### src/sv/tzd_pkg.sv
`default_nettype none
package tzd_pkg;

  localparam int LAYOUT_DEPTH = 64;
  localparam int ACTION_DEPTH = 32;

  localparam int LAYOUT_AW = $clog2(LAYOUT_DEPTH);
  localparam int ACTION_AW = $clog2(ACTION_DEPTH);
  localparam int POS_W     = $clog2(LAYOUT_DEPTH + 1);
  localparam int CELL_W    = $clog2(LAYOUT_DEPTH + 1);
  // edges: 16-bit origin plus at most LAYOUT_DEPTH 16-bit steps
  localparam int EDGE_W    = 16 + $clog2(LAYOUT_DEPTH + 1);

  localparam int FUNC_W    = 2;
  localparam int SLOT_W    = 6;
  localparam int WORD_W    = 16;
  localparam int COORD_W   = 16;
  localparam int ACT_W     = 8;
  localparam int CFG_IDX_W = 3;
  localparam int CFG_DAT_W = 16;

  localparam logic [FUNC_W-1:0] FUNC_LAYOUT = 2'd0;
  localparam logic [FUNC_W-1:0] FUNC_ACTION = 2'd1;
  localparam logic [FUNC_W-1:0] FUNC_TOUCH  = 2'd2;

  localparam logic [7:0] TOK_ORIGIN = 8'd1;
  localparam logic [7:0] TOK_SIZE   = 8'd2;
  localparam logic [7:0] TOK_ROW    = 8'd3;
  localparam logic [7:0] TOK_COL    = 8'd4;
  localparam logic [7:0] TOK_END    = 8'd255;

  localparam logic [CFG_IDX_W-1:0] CFG_THRESHOLD = 3'd0;
  localparam logic [CFG_IDX_W-1:0] CFG_ORIGIN_X  = 3'd1;
  localparam logic [CFG_IDX_W-1:0] CFG_ORIGIN_Y  = 3'd2;
  localparam logic [CFG_IDX_W-1:0] CFG_CELL_W    = 3'd3;
  localparam logic [CFG_IDX_W-1:0] CFG_CELL_H    = 3'd4;

  localparam logic [CFG_DAT_W-1:0] THRESHOLD_RESET = 16'd1000;

  typedef enum logic [2:0] {
    ST_IDLE = 3'b001,
    ST_WALK = 3'b010,
    ST_DONE = 3'b100
  } ctrl_state_t;

  typedef enum logic [2:0] {
    PH_TOKEN = 3'b001,
    PH_OPX   = 3'b010,
    PH_OPY   = 3'b100
  } phase_t;

  typedef struct packed {
    logic start;
    logic step;
    logic wr_layout;
    logic wr_action;
    logic load_out;
  } tzd_cmd_t;

  typedef struct packed {
    logic press_ok;
    logic walk_end;
  } tzd_sts_t;

endpackage
`default_nettype wire

### src/sv/tzd_sample_if.sv
`default_nettype none
interface tzd_sample_if;
  logic                              valid;
  logic                              ready;
  logic [tzd_pkg::FUNC_W-1:0]        func;
  logic [tzd_pkg::SLOT_W-1:0]        slot;
  logic [tzd_pkg::WORD_W-1:0]        load_word;
  logic                              touching;
  logic [tzd_pkg::COORD_W-1:0]       touch_x;
  logic [tzd_pkg::COORD_W-1:0]       touch_y;
  logic [tzd_pkg::COORD_W-1:0]       touch_z;

  modport source (output valid, func, slot, load_word, touching, touch_x, touch_y, touch_z,
                  input ready);
  modport sink (input valid, func, slot, load_word, touching, touch_x, touch_y, touch_z,
                output ready);
endinterface
`default_nettype wire

### src/sv/tzd_result_if.sv
`default_nettype none
interface tzd_result_if;
  logic                              valid;
  logic                              ready;
  logic                              hit;
  logic [tzd_pkg::ACT_W-1:0]         action;
  logic [tzd_pkg::COORD_W-1:0]       zone_x;
  logic [tzd_pkg::COORD_W-1:0]       zone_y;
  logic [tzd_pkg::COORD_W-1:0]       zone_w;
  logic [tzd_pkg::COORD_W-1:0]       zone_h;

  modport source (output valid, hit, action, zone_x, zone_y, zone_w, zone_h, input ready);
  modport sink (input valid, hit, action, zone_x, zone_y, zone_w, zone_h, output ready);
endinterface
`default_nettype wire

### src/sv/tzd_cfg_if.sv
`default_nettype none
interface tzd_cfg_if;
  logic                              valid;
  logic                              ready;
  logic [tzd_pkg::CFG_IDX_W-1:0]     index;
  logic [tzd_pkg::CFG_DAT_W-1:0]     data;

  modport source (output valid, index, data, input ready);
  modport sink (input valid, index, data, output ready);
endinterface
`default_nettype wire

### src/sv/tzd_ctrl.sv
`default_nettype none
module tzd_ctrl (
  input  wire logic                       clk,
  input  wire logic                       rst,
  input  wire logic                       in_valid,
  output logic                            in_ready,
  input  wire logic [tzd_pkg::FUNC_W-1:0] in_func,
  input  wire logic                       in_touching,
  output logic                            out_valid,
  input  wire logic                       out_ready,
  input  wire tzd_pkg::tzd_sts_t          sts,
  output tzd_pkg::tzd_cmd_t               cmd
);
  import tzd_pkg::*;

  ctrl_state_t state, state_next;
  logic        latched, latched_next;
  logic        out_valid_next;
  logic        accept;

  assign in_ready = (state == ST_IDLE);
  assign accept   = in_valid && in_ready;

  always_comb begin
    state_next   = state;
    latched_next = latched;
    cmd          = '0;
    case (state)
      ST_IDLE: begin
        if (accept) begin
          case (in_func)
            FUNC_LAYOUT: cmd.wr_layout = 1'b1;
            FUNC_ACTION: cmd.wr_action = 1'b1;
            FUNC_TOUCH: begin
              if (!in_touching) begin
                latched_next = 1'b0;
              end else if (!latched && sts.press_ok) begin
                latched_next = 1'b1;
                cmd.start    = 1'b1;
                state_next   = ST_WALK;
              end
            end
            default: ;
          endcase
        end
      end
      ST_WALK: begin
        cmd.step = 1'b1;
        if (sts.walk_end) begin
          state_next = ST_DONE;
        end
      end
      ST_DONE: begin
        if (!out_valid || out_ready) begin
          cmd.load_out = 1'b1;
          state_next   = ST_IDLE;
        end
      end
      default: state_next = ST_IDLE;
    endcase
  end

  always_comb begin
    out_valid_next = out_valid;
    if (cmd.load_out) begin
      out_valid_next = 1'b1;
    end else if (out_ready) begin
      out_valid_next = 1'b0;
    end
  end

  always_ff @(posedge clk) begin
    if (rst) begin
      state     <= ST_IDLE;
      latched   <= 1'b0;
      out_valid <= 1'b0;
    end else begin
      state     <= state_next;
      latched   <= latched_next;
      out_valid <= out_valid_next;
    end
  end

endmodule
`default_nettype wire

### src/sv/tzd_datapath.sv
`default_nettype none
module tzd_datapath (
  input  wire logic                        clk,
  input  wire logic                        rst,
  input  wire tzd_pkg::tzd_cmd_t           cmd,
  output tzd_pkg::tzd_sts_t                sts,
  tzd_cfg_if.sink                          cfg,
  input  wire logic [tzd_pkg::SLOT_W-1:0]  in_slot,
  input  wire logic [tzd_pkg::WORD_W-1:0]  in_word,
  input  wire logic [tzd_pkg::COORD_W-1:0] in_x,
  input  wire logic [tzd_pkg::COORD_W-1:0] in_y,
  input  wire logic [tzd_pkg::COORD_W-1:0] in_z,
  output logic                             out_hit,
  output logic [tzd_pkg::ACT_W-1:0]        out_action,
  output logic [tzd_pkg::COORD_W-1:0]      out_x,
  output logic [tzd_pkg::COORD_W-1:0]      out_y,
  output logic [tzd_pkg::COORD_W-1:0]      out_w,
  output logic [tzd_pkg::COORD_W-1:0]      out_h
);
  import tzd_pkg::*;

  logic [WORD_W-1:0]    layout_mem [LAYOUT_DEPTH];
  logic [ACT_W-1:0]     action_mem [ACTION_DEPTH];
  logic [WORD_W-1:0]    rdata;
  logic [ACT_W-1:0]     act_rdata;
  logic [LAYOUT_AW-1:0] rd_addr;

  logic [CFG_DAT_W-1:0] threshold, def_ox, def_oy, def_cw, def_ch;

  logic [POS_W-1:0]     tok_pos;
  logic [CELL_W-1:0]    cell_cnt;
  phase_t               phase;
  logic                 op_origin;
  logic                 across;
  logic                 found;
  logic [COORD_W-1:0]   px, py;
  logic [WORD_W-1:0]    ox, oy, cw, ch;
  logic [EDGE_W-1:0]    xa, xb, ya, yb;

  logic [7:0]           tok;
  logic                 tok_special, cell_tok, is_last, early_stop, hit, act_ok;
  logic [EDGE_W-1:0]    tok_e, sum, na_x, nb_x, na_y, nb_y, px_e, py_e, dx, dy;

  assign cfg.ready = 1'b1;

  always_ff @(posedge clk) begin
    if (rst) begin
      threshold <= THRESHOLD_RESET;
      def_ox    <= '0;
      def_oy    <= '0;
      def_cw    <= '0;
      def_ch    <= '0;
    end else if (cfg.valid) begin
      case (cfg.index)
        CFG_THRESHOLD: threshold <= cfg.data;
        CFG_ORIGIN_X:  def_ox    <= cfg.data;
        CFG_ORIGIN_Y:  def_oy    <= cfg.data;
        CFG_CELL_W:    def_cw    <= cfg.data;
        CFG_CELL_H:    def_ch    <= cfg.data;
        default: ;
      endcase
    end
  end

  // stores
  assign rd_addr = cmd.start ? '0 : LAYOUT_AW'(tok_pos + POS_W'(1));

  always_ff @(posedge clk) begin
    if (cmd.wr_layout && (32'(in_slot) < LAYOUT_DEPTH)) begin
      layout_mem[LAYOUT_AW'(in_slot)] <= in_word;
    end
    rdata <= layout_mem[rd_addr];
  end

  always_ff @(posedge clk) begin
    if (cmd.wr_action && (32'(in_slot) < ACTION_DEPTH)) begin
      action_mem[ACTION_AW'(in_slot)] <= in_word[ACT_W-1:0];
    end
    act_rdata <= action_mem[ACTION_AW'(cell_cnt)];
  end

  // token decode and hit test
  assign tok         = rdata[7:0];
  assign tok_special = (tok == TOK_ORIGIN) || (tok == TOK_SIZE) || (tok == TOK_ROW) ||
                       (tok == TOK_COL) || (tok == TOK_END);
  assign cell_tok    = (phase == PH_TOKEN) && !tok_special;
  assign tok_e       = EDGE_W'(tok);
  assign sum         = (across ? xb : yb) + tok_e;
  assign na_x        = across ? xb : xa;
  assign nb_x        = across ? sum : xb;
  assign na_y        = across ? ya : yb;
  assign nb_y        = across ? yb : sum;
  assign px_e        = EDGE_W'(px);
  assign py_e        = EDGE_W'(py);
  assign hit         = cell_tok && (py_e >= na_y) && (py_e < nb_y) &&
                       (px_e >= na_x) && (px_e < nb_x);
  assign is_last     = (tok_pos == POS_W'(LAYOUT_DEPTH - 1));
  // stop at the end marker, or where operands would run past the end of the store
  assign early_stop  = (phase == PH_TOKEN) &&
                       ((tok == TOK_END) ||
                        (((tok == TOK_ORIGIN) || (tok == TOK_SIZE)) &&
                         (32'(tok_pos) > LAYOUT_DEPTH - 3)));

  assign sts.press_ok = (in_z >= threshold);
  assign sts.walk_end = is_last || early_stop || hit;

  always_ff @(posedge clk) begin
    if (rst) begin
      phase <= PH_TOKEN;
    end else if (cmd.start) begin
      phase <= PH_TOKEN;
    end else if (cmd.step) begin
      case (phase)
        PH_TOKEN: begin
          if ((tok == TOK_ORIGIN) || (tok == TOK_SIZE)) begin
            phase <= PH_OPX;
          end
        end
        PH_OPX:  phase <= PH_OPY;
        PH_OPY:  phase <= PH_TOKEN;
        default: phase <= PH_TOKEN;
      endcase
    end
  end

  always_ff @(posedge clk) begin
    if (cmd.start) begin
      tok_pos   <= '0;
      cell_cnt  <= '0;
      found     <= 1'b0;
      across    <= 1'b1;
      op_origin <= 1'b0;
      px        <= in_x;
      py        <= in_y;
      ox        <= def_ox;
      oy        <= def_oy;
      cw        <= def_cw;
      ch        <= def_ch;
      xa        <= '0;
      xb        <= '0;
      ya        <= '0;
      yb        <= '0;
    end else if (cmd.step) begin
      tok_pos <= tok_pos + POS_W'(1);
      case (phase)
        PH_TOKEN: begin
          if (cell_tok) begin
            xa <= na_x;
            xb <= nb_x;
            ya <= na_y;
            yb <= nb_y;
            if (hit) begin
              found <= 1'b1;
            end else begin
              cell_cnt <= cell_cnt + CELL_W'(1);
            end
          end else if (tok == TOK_ROW) begin
            across <= 1'b1;
            ya     <= yb;
            yb     <= yb + EDGE_W'(ch);
            xb     <= EDGE_W'(ox);
          end else if (tok == TOK_COL) begin
            across <= 1'b0;
            xa     <= xb;
            xb     <= xb + EDGE_W'(cw);
            yb     <= EDGE_W'(oy);
          end else if (tok == TOK_ORIGIN) begin
            op_origin <= 1'b1;
          end else if (tok == TOK_SIZE) begin
            op_origin <= 1'b0;
          end
        end
        PH_OPX: begin
          if (op_origin) begin
            ox <= rdata;
            xb <= EDGE_W'(rdata);
          end else begin
            cw <= rdata;
          end
        end
        PH_OPY: begin
          if (op_origin) begin
            oy <= rdata;
            yb <= EDGE_W'(rdata);
          end else begin
            ch <= rdata;
          end
        end
        default: ;
      endcase
    end
  end

  // result word
  assign act_ok = (32'(cell_cnt) < ACTION_DEPTH);
  assign dx     = xb - xa;
  assign dy     = yb - ya;

  always_ff @(posedge clk) begin
    if (cmd.load_out) begin
      out_hit    <= found;
      out_action <= (found && act_ok) ? act_rdata : '0;
      out_x      <= found ? xa[COORD_W-1:0] : '0;
      out_y      <= found ? ya[COORD_W-1:0] : '0;
      out_w      <= found ? dx[COORD_W-1:0] : '0;
      out_h      <= found ? dy[COORD_W-1:0] : '0;
    end
  end

endmodule
`default_nettype wire

### src/sv/touch_zone_decoder.sv
`default_nettype none
// Touch zone decoder. Load words (func 0 layout word, func 1 action entry) are written to
// the RAMs. A touch sample is simply taken unless it is a new press at or above the
// pressure threshold; then the layout script is walked one word per cycle out of the layout
// RAM, and the press holds the sample channel through the start, the word reads, and the
// action code fetch and result register load. The walk ends at the end marker, at an origin
// or size token whose operands would overrun the store, at the first cell holding the point,
// or at the last word. One result word comes per such press, from an output register, so the
// next sample is taken while a result is still waiting; a press whose walk ends while the
// previous result word still waits holds the sample channel until that word is taken.
// Configuration writes are always ready.
module touch_zone_decoder (
  input wire logic clk,
  input wire logic rst,
  tzd_sample_if.sink   sample,
  tzd_result_if.source result,
  tzd_cfg_if.sink      cfg
);
  import tzd_pkg::*;

  tzd_cmd_t cmd;
  tzd_sts_t sts;

  tzd_ctrl u_ctrl (
    .clk         (clk),
    .rst         (rst),
    .in_valid    (sample.valid),
    .in_ready    (sample.ready),
    .in_func     (sample.func),
    .in_touching (sample.touching),
    .out_valid   (result.valid),
    .out_ready   (result.ready),
    .sts         (sts),
    .cmd         (cmd)
  );

  tzd_datapath u_datapath (
    .clk        (clk),
    .rst        (rst),
    .cmd        (cmd),
    .sts        (sts),
    .cfg        (cfg),
    .in_slot    (sample.slot),
    .in_word    (sample.load_word),
    .in_x       (sample.touch_x),
    .in_y       (sample.touch_y),
    .in_z       (sample.touch_z),
    .out_hit    (result.hit),
    .out_action (result.action),
    .out_x      (result.zone_x),
    .out_y      (result.zone_y),
    .out_w      (result.zone_w),
    .out_h      (result.zone_h)
  );

endmodule
`default_nettype wire

### src/flat_wrapper.sv
// flat-port wrapper written by rule: the top's interface ports become plain ports
module touch_zone_decoder_flat import tzd_pkg::*;
  (clk, rst, sample_valid, sample_func, sample_slot, sample_load_word, sample_touching, sample_touch_x, sample_touch_y, sample_touch_z, sample_ready, result_valid, result_hit, result_action, result_zone_x, result_zone_y, result_zone_w, result_zone_h, result_ready, cfg_valid, cfg_index, cfg_data, cfg_ready);
  tzd_sample_if sample_i ();
  tzd_result_if result_i ();
  tzd_cfg_if cfg_i ();
  input wire logic clk;
  input wire logic rst;
  input wire logic [$bits(sample_i.valid)-1:0] sample_valid;
  input wire logic [$bits(sample_i.func)-1:0] sample_func;
  input wire logic [$bits(sample_i.slot)-1:0] sample_slot;
  input wire logic [$bits(sample_i.load_word)-1:0] sample_load_word;
  input wire logic [$bits(sample_i.touching)-1:0] sample_touching;
  input wire logic [$bits(sample_i.touch_x)-1:0] sample_touch_x;
  input wire logic [$bits(sample_i.touch_y)-1:0] sample_touch_y;
  input wire logic [$bits(sample_i.touch_z)-1:0] sample_touch_z;
  output wire logic [$bits(sample_i.ready)-1:0] sample_ready;
  output wire logic [$bits(result_i.valid)-1:0] result_valid;
  output wire logic [$bits(result_i.hit)-1:0] result_hit;
  output wire logic [$bits(result_i.action)-1:0] result_action;
  output wire logic [$bits(result_i.zone_x)-1:0] result_zone_x;
  output wire logic [$bits(result_i.zone_y)-1:0] result_zone_y;
  output wire logic [$bits(result_i.zone_w)-1:0] result_zone_w;
  output wire logic [$bits(result_i.zone_h)-1:0] result_zone_h;
  input wire logic [$bits(result_i.ready)-1:0] result_ready;
  input wire logic [$bits(cfg_i.valid)-1:0] cfg_valid;
  input wire logic [$bits(cfg_i.index)-1:0] cfg_index;
  input wire logic [$bits(cfg_i.data)-1:0] cfg_data;
  output wire logic [$bits(cfg_i.ready)-1:0] cfg_ready;
  assign sample_i.valid = sample_valid;
  assign sample_i.func = sample_func;
  assign sample_i.slot = sample_slot;
  assign sample_i.load_word = sample_load_word;
  assign sample_i.touching = sample_touching;
  assign sample_i.touch_x = sample_touch_x;
  assign sample_i.touch_y = sample_touch_y;
  assign sample_i.touch_z = sample_touch_z;
  assign sample_ready = sample_i.ready;
  assign result_valid = result_i.valid;
  assign result_hit = result_i.hit;
  assign result_action = result_i.action;
  assign result_zone_x = result_i.zone_x;
  assign result_zone_y = result_i.zone_y;
  assign result_zone_w = result_i.zone_w;
  assign result_zone_h = result_i.zone_h;
  assign result_i.ready = result_ready;
  assign cfg_i.valid = cfg_valid;
  assign cfg_i.index = cfg_index;
  assign cfg_i.data = cfg_data;
  assign cfg_ready = cfg_i.ready;
  touch_zone_decoder u_core (.clk(clk), .rst(rst), .sample(sample_i), .result(result_i), .cfg(cfg_i));
endmodule
### config.mk
export PLATFORM = sky130hd
export DESIGN_NAME = touch_zone_decoder_flat
export DESIGN_NICKNAME = d
export VERILOG_FILES = /design/src/sv/tzd_pkg.sv /design/src/sv/tzd_sample_if.sv /design/src/sv/tzd_result_if.sv /design/src/sv/tzd_cfg_if.sv /design/src/sv/tzd_ctrl.sv /design/src/sv/tzd_datapath.sv /design/src/sv/touch_zone_decoder.sv /design/src/flat_wrapper.sv
export SDC_FILE = /design/constraint.sdc
export NUM_CORES = 2
export LEC_CHECK = 0
export ABC_CLOCK_PERIOD_IN_PS = 8300
export BUFFER_PORTS_ARGS = -buffer_cell sky130_fd_sc_hd__buf_2
export CORE_ASPECT_RATIO = 1.5
export CORE_MARGIN = 4
export CORE_UTILIZATION = 62
export DETAILED_ROUTE_END_ITERATION = 8
export HOLD_SLACK_MARGIN = 0.02
export PLACE_DENSITY = 0.79
export REMOVE_ABC_BUFFERS = 1
export SYNTH_ARGS = -nofsm -noshare
export SYNTH_HDL_FRONTEND = slang
export SYNTH_SLANG_ARGS = --single-unit
### constraint.sdc
create_clock -name clk -period 8.3 [get_ports clk]
set_clock_uncertainty 0.15 [all_clocks]
set_input_delay 1.245 -clock clk [delete_from_list [all_inputs] [get_ports clk]]
set_output_delay 1.245 -clock clk [all_outputs]
set_load 0.005 [all_outputs]
# --- Word level (Yosys, flattened, before mapping) ---
# Memory sizes are Yosys's and may differ from the RTL's. A register that Yosys moved wholly into a read port is not among the register bits.
# Index checks and enable logic that the tools add are counted.
classes:
  add_sub_neg: 7
  multipliers: 0
  div: 0
  magnitude_cmp: 8
  n_eq_ne: 31
  shift: 0
  n_mux: 67
  bitwise_logic: 4
  n_reduce_logical: 56
op_table:
  columns: ["op", "count"]
  rows:
  - ["23-bit 2-to-1 mux", 17]
  - ["16-bit 2-to-1 mux", 14]
  - ["23-bit case mux with 2 select lines", 2]
  - ["23-bit by 16-bit adder with 23-bit output", 2]
  - ["16-bit by 23-bit >= comparator with 1-bit output", 2]
  - ["16-bit by 23-bit less-than comparator with 1-bit output", 2]
  - ["16-bit subtractor", 2]
  - ["4-bit AND reduction", 7]
  - ["23-bit by 8-bit adder with 23-bit output", 1]
  - ["1-bit 2-to-1 mux", 22]
  - ["2-bit nonzero test", 11]
  - ["3-bit 2-to-1 mux", 7]
  - ["8-bit by 2-bit equality test with 1-bit output, second input constant", 2]
  - ["16-bit >= comparator", 1]
  - ["3-bit AND reduction", 5]
  - ["7-bit by 1-bit adder with 7-bit output, second input constant", 2]
  - ["2-bit inequality test, second input constant", 7]
  - ["3-bit by 2-bit equality test with 1-bit output, second input constant", 4]
  - ["2-bit AND reduction", 6]
  - ["6-bit AND reduction", 2]
  - ["1-bit logical AND", 11]
  - ["2-bit by 1-bit inequality test with 1-bit output, second input constant", 5]
  - ["3-bit by 1-bit equality test with 1-bit output, second input constant", 3]
  - ["3-bit equality test, second input constant", 3]
  - ["other kinds (20)", 33]
word_totals:
  regBits: 366
  latch_bits: 0
  ram_bits: 1280
  romBits: 0
  inputBits: 97
  out_inout_bits: 76
  wordCells: 205
  mem_count: 2
memory_table:
  columns: ["name", "depth", "word_bits", "rd", "rd_ports_with_merged_regs", "write_ports", "line_no", "source"]
  rows:
  - ["u_core.u_datapath.layout_mem", 64, 16, 1, 1, 1, "tzd_datapath.sv:22", "logic [WORD_W-1:0] layout_mem [LAYOUT_DEPTH];"]
  - ["u_core.u_datapath.action_mem", 32, 8, 1, 1, 1, "tzd_datapath.sv:23", "logic [ACT_W-1:0] action_mem [ACTION_DEPTH];"]

# --- Longest topological paths before layout ---
logic_depth:
  ltp_word: 14
  ltp_mapped: 27
  mapped_depth_nobuf: 20

# --- By module ---
# Synthesis repeated with hierarchy kept, for this count alone.
hier_totals:
  cells_unflattened: 5541
  area_unflattened_um2: 71917.7
modules_own_cells:
  columns: ["mod", "instances", "cells_per_inst", "area_each_um2", "seq_area_each_um2"]
  rows:
  - ["tzd_datapath", 1, 5509, 71613.7, 47835.9]
  - ["tzd_ctrl", 1, 32, 304.0, 100.1]

# --- Worst setup path after synthesis ---
# OpenSTA, ideal clock, no wires.
synth_timing:
  path_kind: "register to register"
  startpoint: "reg u_core.u_datapath.across"
  endpoint: "reg u_core.u_ctrl.state[1]"
  setup_ps: 67
  arrival_ps: 5738
  required_time_ps: 8083
  slack_ps: 2345
  path_stages_with_launch: 26
  n_path_buf: 8
  synth_period_minus_slack_ps: 5955
  cell_sequence: "dfxtp_1 buf_6 buf_6 buf_2 clkbuf_1 buf_1 clkbuf_1 buf_2 mux2_2 ha_1 a211oi_1 o211ai_1 and2_0 nor2b_1 nand3_1 xor2_1 ha_1 a21oi_1 o21ai_0 a2111oi_0 nor4b_1 nand4_1 o31a_1 buf_4 a211o_1 a21oi_2"
synth_between:
  elab_chain_len: 10
  elab_cells_between_ends: 17
  classes_between: "add/sub (1); order compare (4); eq/ne (1); mux (5); reduce/logical (6)"
synth_rtl:
  columns: ["element", "line_no", "source"]
  rows:
  - ["start: declaration", "tzd_datapath.sv:34", "logic across;"]
  - ["start signal: assignment", "tzd_datapath.sv:131", "across <= 1'b1;"]
  - ["start signal: assignment", "tzd_datapath.sv:158", "across <= 1'b1;"]
  - ["start signal: assignment", "tzd_datapath.sv:163", "across <= 1'b0;"]
  - ["23-bit 2-to-1 mux", "tzd_datapath.sv:88", "assign sum = (across ? xb : yb) + tok_e;"]
  - ["23-bit by 8-bit adder with 23-bit output", "tzd_datapath.sv:88", null]
  - ["23-bit 2-to-1 mux", "tzd_datapath.sv:92", "assign nb_y = across ? yb : sum;"]
  - ["16-bit by 23-bit less-than comparator with 1-bit output", "tzd_datapath.sv:95", "assign hit = cell_tok && (py_e >= na_y) && (py_e < nb_y) &&"]
  - ["1-bit logical AND (2 in series)", "tzd_datapath.sv:95", null]
  - ["1-bit logical AND (*)", "tzd_datapath.sv:96", "(px_e >= na_x) && (px_e < nb_x);"]
  - ["1-bit logical OR (*)", "tzd_datapath.sv:105", "assign sts.walk_end = is_last || early_stop || hit;"]
  - ["2-bit by 1-bit inequality test with 1-bit output (no source line) (*)", null, null]
  - ["6-bit AND reduction (no source line) (*)", null, null]
  - ["end signal: assignment", "tzd_ctrl.sv:78", "state <= state_next;"]
  - ["end: declaration", "tzd_ctrl.sv:16", "ctrl_state_t state, state_next;"]
# Every way passes the cells marked *; elsewhere a longest branch is shown, timed or not.
# A chain may end at the register's enable or synchronous reset.

# --- Worst setup path in the final report ---
layout_timing:
  startpoint: "reg u_core.u_datapath.across"
  endpoint: "reg u_core.u_datapath.cell_cnt[6]"
layout_between:
  elab_chain_len: 9
  elab_cells_between_ends: 16
  classes_between: "add/sub (1); order compare (4); mux (5); bitwise (1); reduce/logical (5)"
layout_rtl:
  columns: ["element", "line_no", "source"]
  rows:
  - ["23-bit 2-to-1 mux", "tzd_datapath.sv:88", null]
  - ["23-bit by 8-bit adder with 23-bit output", "tzd_datapath.sv:88", null]
  - ["23-bit 2-to-1 mux", "tzd_datapath.sv:92", null]
  - ["16-bit by 23-bit less-than comparator with 1-bit output", "tzd_datapath.sv:95", null]
  - ["1-bit logical AND (2 in series)", "tzd_datapath.sv:95", null]
  - ["1-bit logical AND (*)", "tzd_datapath.sv:96", null]
  - ["1-bit inverter (no source line) (*)", null, null]
  - ["4-bit AND reduction (no source line) (*)", null, null]
  - ["end signal: assignment", "tzd_datapath.sv:155", "cell_cnt <= cell_cnt + CELL_W'(1);"]
  - ["end: declaration", "tzd_datapath.sv:31", "logic [CELL_W-1:0] cell_cnt;"]
# Marked as above.

==> results.toml <==
[run_status]
violations = "DRC, capacitance limit"
outcome = "complete, but fails checks"

[yosys]
yosysTopAreaCellShare_pct = 59.4
synthFlopType = "edfxtp_1"
synth_cell_types = 111
yosys.area.top_type = "edfxtp_1"
synth-seq-cells = 1670
synthArstFlopShare_pct = 0
yosys_warnings = 0
synth_edf_count = 1449
ys_seq_area_share_pct = 65.5
avgSynthCellArea_um2 = 12.9
synthTopCellsByArea = "edfxtp_1 (59%), dfxtp_1 (6.0%), nand2_1 (4.1%)"
netlist_area_um2 = 73200
netlist_instances = 5668

[final_layout]
design_area_um2 = 81200
final_cell_mix = "edfxtp_1 (1449), nand2_1 (801), nor2_1 (434), a21oi_1 (311), dfxtp_1 (217)"
mostFrequentLayoutCell = "edfxtp_1"
multiInputGateArea_um2 = 23600
fillCellCount = 7735
final_nets = 6048
regArea_um2 = 47900
drive_above_1_share_pct = 14.1
area_growth_syn_to_layout_pct = 10.8

[critical_path]
worstPathRequired_ns = 8.89
cp_max_fo = 42
crit_path_start_kind = "flop"
critPathKind = "reg2reg"
cp.buffers_inverters = 2
worstPathArrival_ns = 6.96
cp_top_family = "simple AND/OR/NAND/NOR gates"
critPathCaptureType = "flop"
critPathMaxStageDelay_ns = 0.88
worstPathCellList = "clkinv_1 > nand2_1 > nand2_1 > ha_1 > fa_1 > a211oi_1 > o211ai_1 > buf_4 > and2_0 > nor2b_1 > nand2b_1 > xor2_1 > ha_1 > nand2_1 > o21ai_0 > a2111oi_0 > nor4b_1 > nand4_1 > o31a_1 > a211oi_2 > mux2i_1"
path_common_cell = "nand2_1"
cp_slowest_cell = "nor4b_1"

[placed_design]
portBuffers = 171
dp_hpwl_um = 155000
gp_congestion = 1.01
place_area_um2 = 76000

[power]
p_comb_share_pct = 19.9
p_sw_share_pct = 30.3
p_int_w = 0.0147
irDropWorstVdd_v = 0.000225
p_leak_nw = 27.3
pwr_density_cell_nw_per_um2 = 260
power_frac_clock_pct = 34.4
p_sw_w = 0.00640
p_seq_share_pct = 45.7

[timing]
max_slew_margin_pct = 1.61
holdWs_ns = 0.303
fmax_mhz = 157
worstMarginPinSlew_ns = 1.45
setup_viol = 0
rsz0062_at_grt = "no"
fin_crit_sh_pct = 76.8
slew_viol_final = 0
hold_violations = 0
min_period_ns = 6.37

[route]
ant_nets = 0
drt_iter0_markers = 8080
drt_wl_total_um = 247000
route.vias.total = 52897
viasPerCell = 7.06
wire_per_inst_um = 33.0
drcViolationCount = 1
first_pass_iters = 9

[die]
core_area_um2 = 117000
die_y_um = 429
die_x_um = 289
ios = 173
start_util_pct = 62.4
row_count = 154
dieArea_um2 = 124000

[clocking]
root_buffer = "clkbuf_16"
cts_setup_buffers = 0
clk_latency_ns = 0.81
cts_resized = 0
cts_sinks = 1670
clk_path_buf_depth = 3
cts_tree = "built"
cts.reportedPaths.clkPinSlew_ns = 0.07
cts_hold_buf = 0
cts_max_level = 4
cts_made_buffers = 153

[grt]
grt_pass1_wl_um = 352000
overflow = 0
grt.total_usage_pct = 39.7
grt_max_degree = 164
grt_pass1_vias = 51671
antenna_found_initial = 17

[min_path]
hold_path.class = "reg2reg"

[run]
cap_violations = 2
==> power by group through the flow <==
stage / logic [W] / clock network, W / registers, W
after floorplan: 0.00243 / 0 / 0.00973
after global placement: 0.00384 / 0 / 0.00978
after detailed placement: 0.00392 / 0 / 0.00979
after CTS: 0.00396 / 0.00726 / 0.00960
after global routing: 0.00435 / 0.00762 / 0.00963
final: 0.00420 / 0.00726 / 0.00964
==> kinds of logic after synthesis <==
family	share of synthesized area, %
and+or+nand+nor	10.5
DFF	65.5
AOI/OAI and AO/OA	11.5
buffers and inverters	2.64
muxes	6.13
adders and majority gates	2.72
xor gates and xnor gates	1.06
other	0.00512
==> Yosys cell counts (81+ instances only) <==
master	count
inv_1	84
buf_2	115
nand2_1	802
clkbuf_1	195
mux2i_1	177
mux4_2	84
a21oi_1	317
a211oi_1	81
ha_1	151
edfxtp_1	1449
o21ai_0	193
nor2_1	436
dfxtp_1	221
nor3_1	83
==> worst reg2reg max path: stages (launching register included) <==
cell and delay (ns):
dfxtp_4 0.74, clkinv_1 0.23, nand2_1 0.11, nand2_1 0.06, ha_1 0.23, fa_1 0.47, a211oi_1 0.36, o211ai_1 0.16
buf_4 0.19, and2_0 0.24, nor2b_1 0.23, nand2b_1 0.18, xor2_1 0.09, ha_1 0.35, nand2_1 0.06, o21ai_0 0.24
a2111oi_0 0.15, nor4b_1 0.88, nand4_1 0.17, o31a_1 0.49, a211oi_2 0.30, mux2i_1 0.20
==> layout make-up <==
type | count | share of cell area, %
diodes | 12 | 0.0370
multi-input cells | 3540 | 29.0
repair buffers | 342 | 2.76
well taps | 1560 | 2.40
clock buffers | 189 | 5.01
inverters | 88 | 0.419
clock inverters | 94 | 1.26
flip-flops and latches | 1670 | 59.1
==> stage by stage <==
| stage | total power [W] | util (%) | std cells | TNS, ns | worst slack (ns) |
|---|---|---|---|---|---|
| 3_3_place_gp | 0.0136 | 64.8 | 7199 | 0 | 2.02 |
| 3_5_place_dp | 0.0137 | 64.8 | 7199 | 0 | 2.06 |
| 6_report | 0.0211 | 69.2 | 7495 | 0 | 1.93 |
| 2_1_floorplan | 0.0122 | - | 5298 | -177.14 | -10.53 |
| 4_1_cts | 0.0208 | 69.1 | 7482 | 0 | 2.00 |
| 5_1_grt | 0.0216 | 69.2 | 7489 | 0 | 1.69 |
==> worst paths after layout <==
path                            slack, ns                      from                             to  cells past startpoint
worst min-delay path                 0.30  u_core.u_datapath.ya[16]       u_core.u_datapath.ya[16]                      2
worst max-delay path                 1.93  u_core.u_datapath.across  u_core.u_datapath.cell_cnt[6]                     21
worst min register to register       0.30  u_core.u_datapath.ya[16]       u_core.u_datapath.ya[16]                      2
worst max register to register       1.93  u_core.u_datapath.across  u_core.u_datapath.cell_cnt[6]                     21
==> registers in the layout, summed over array words and instances, names as in the netlist, 23 cells and up <==
name,count
u_core.u_datapath.layout_mem,1024
u_core.u_datapath.action_mem,256
u_core.u_datapath.xa,23
u_core.u_datapath.xb,23
u_core.u_datapath.ya,23
u_core.u_datapath.yb,23
==> layer usage <==
metal  track usage, %  share of wire [%]  wire, µm
met4             34.9                 12     28900
met2             61.9                 46    114000
met1             44.0                 30     74100
met3             11.7                 12     30500
met5                0              0.025        63
Power figures use the tool's default switching activity.
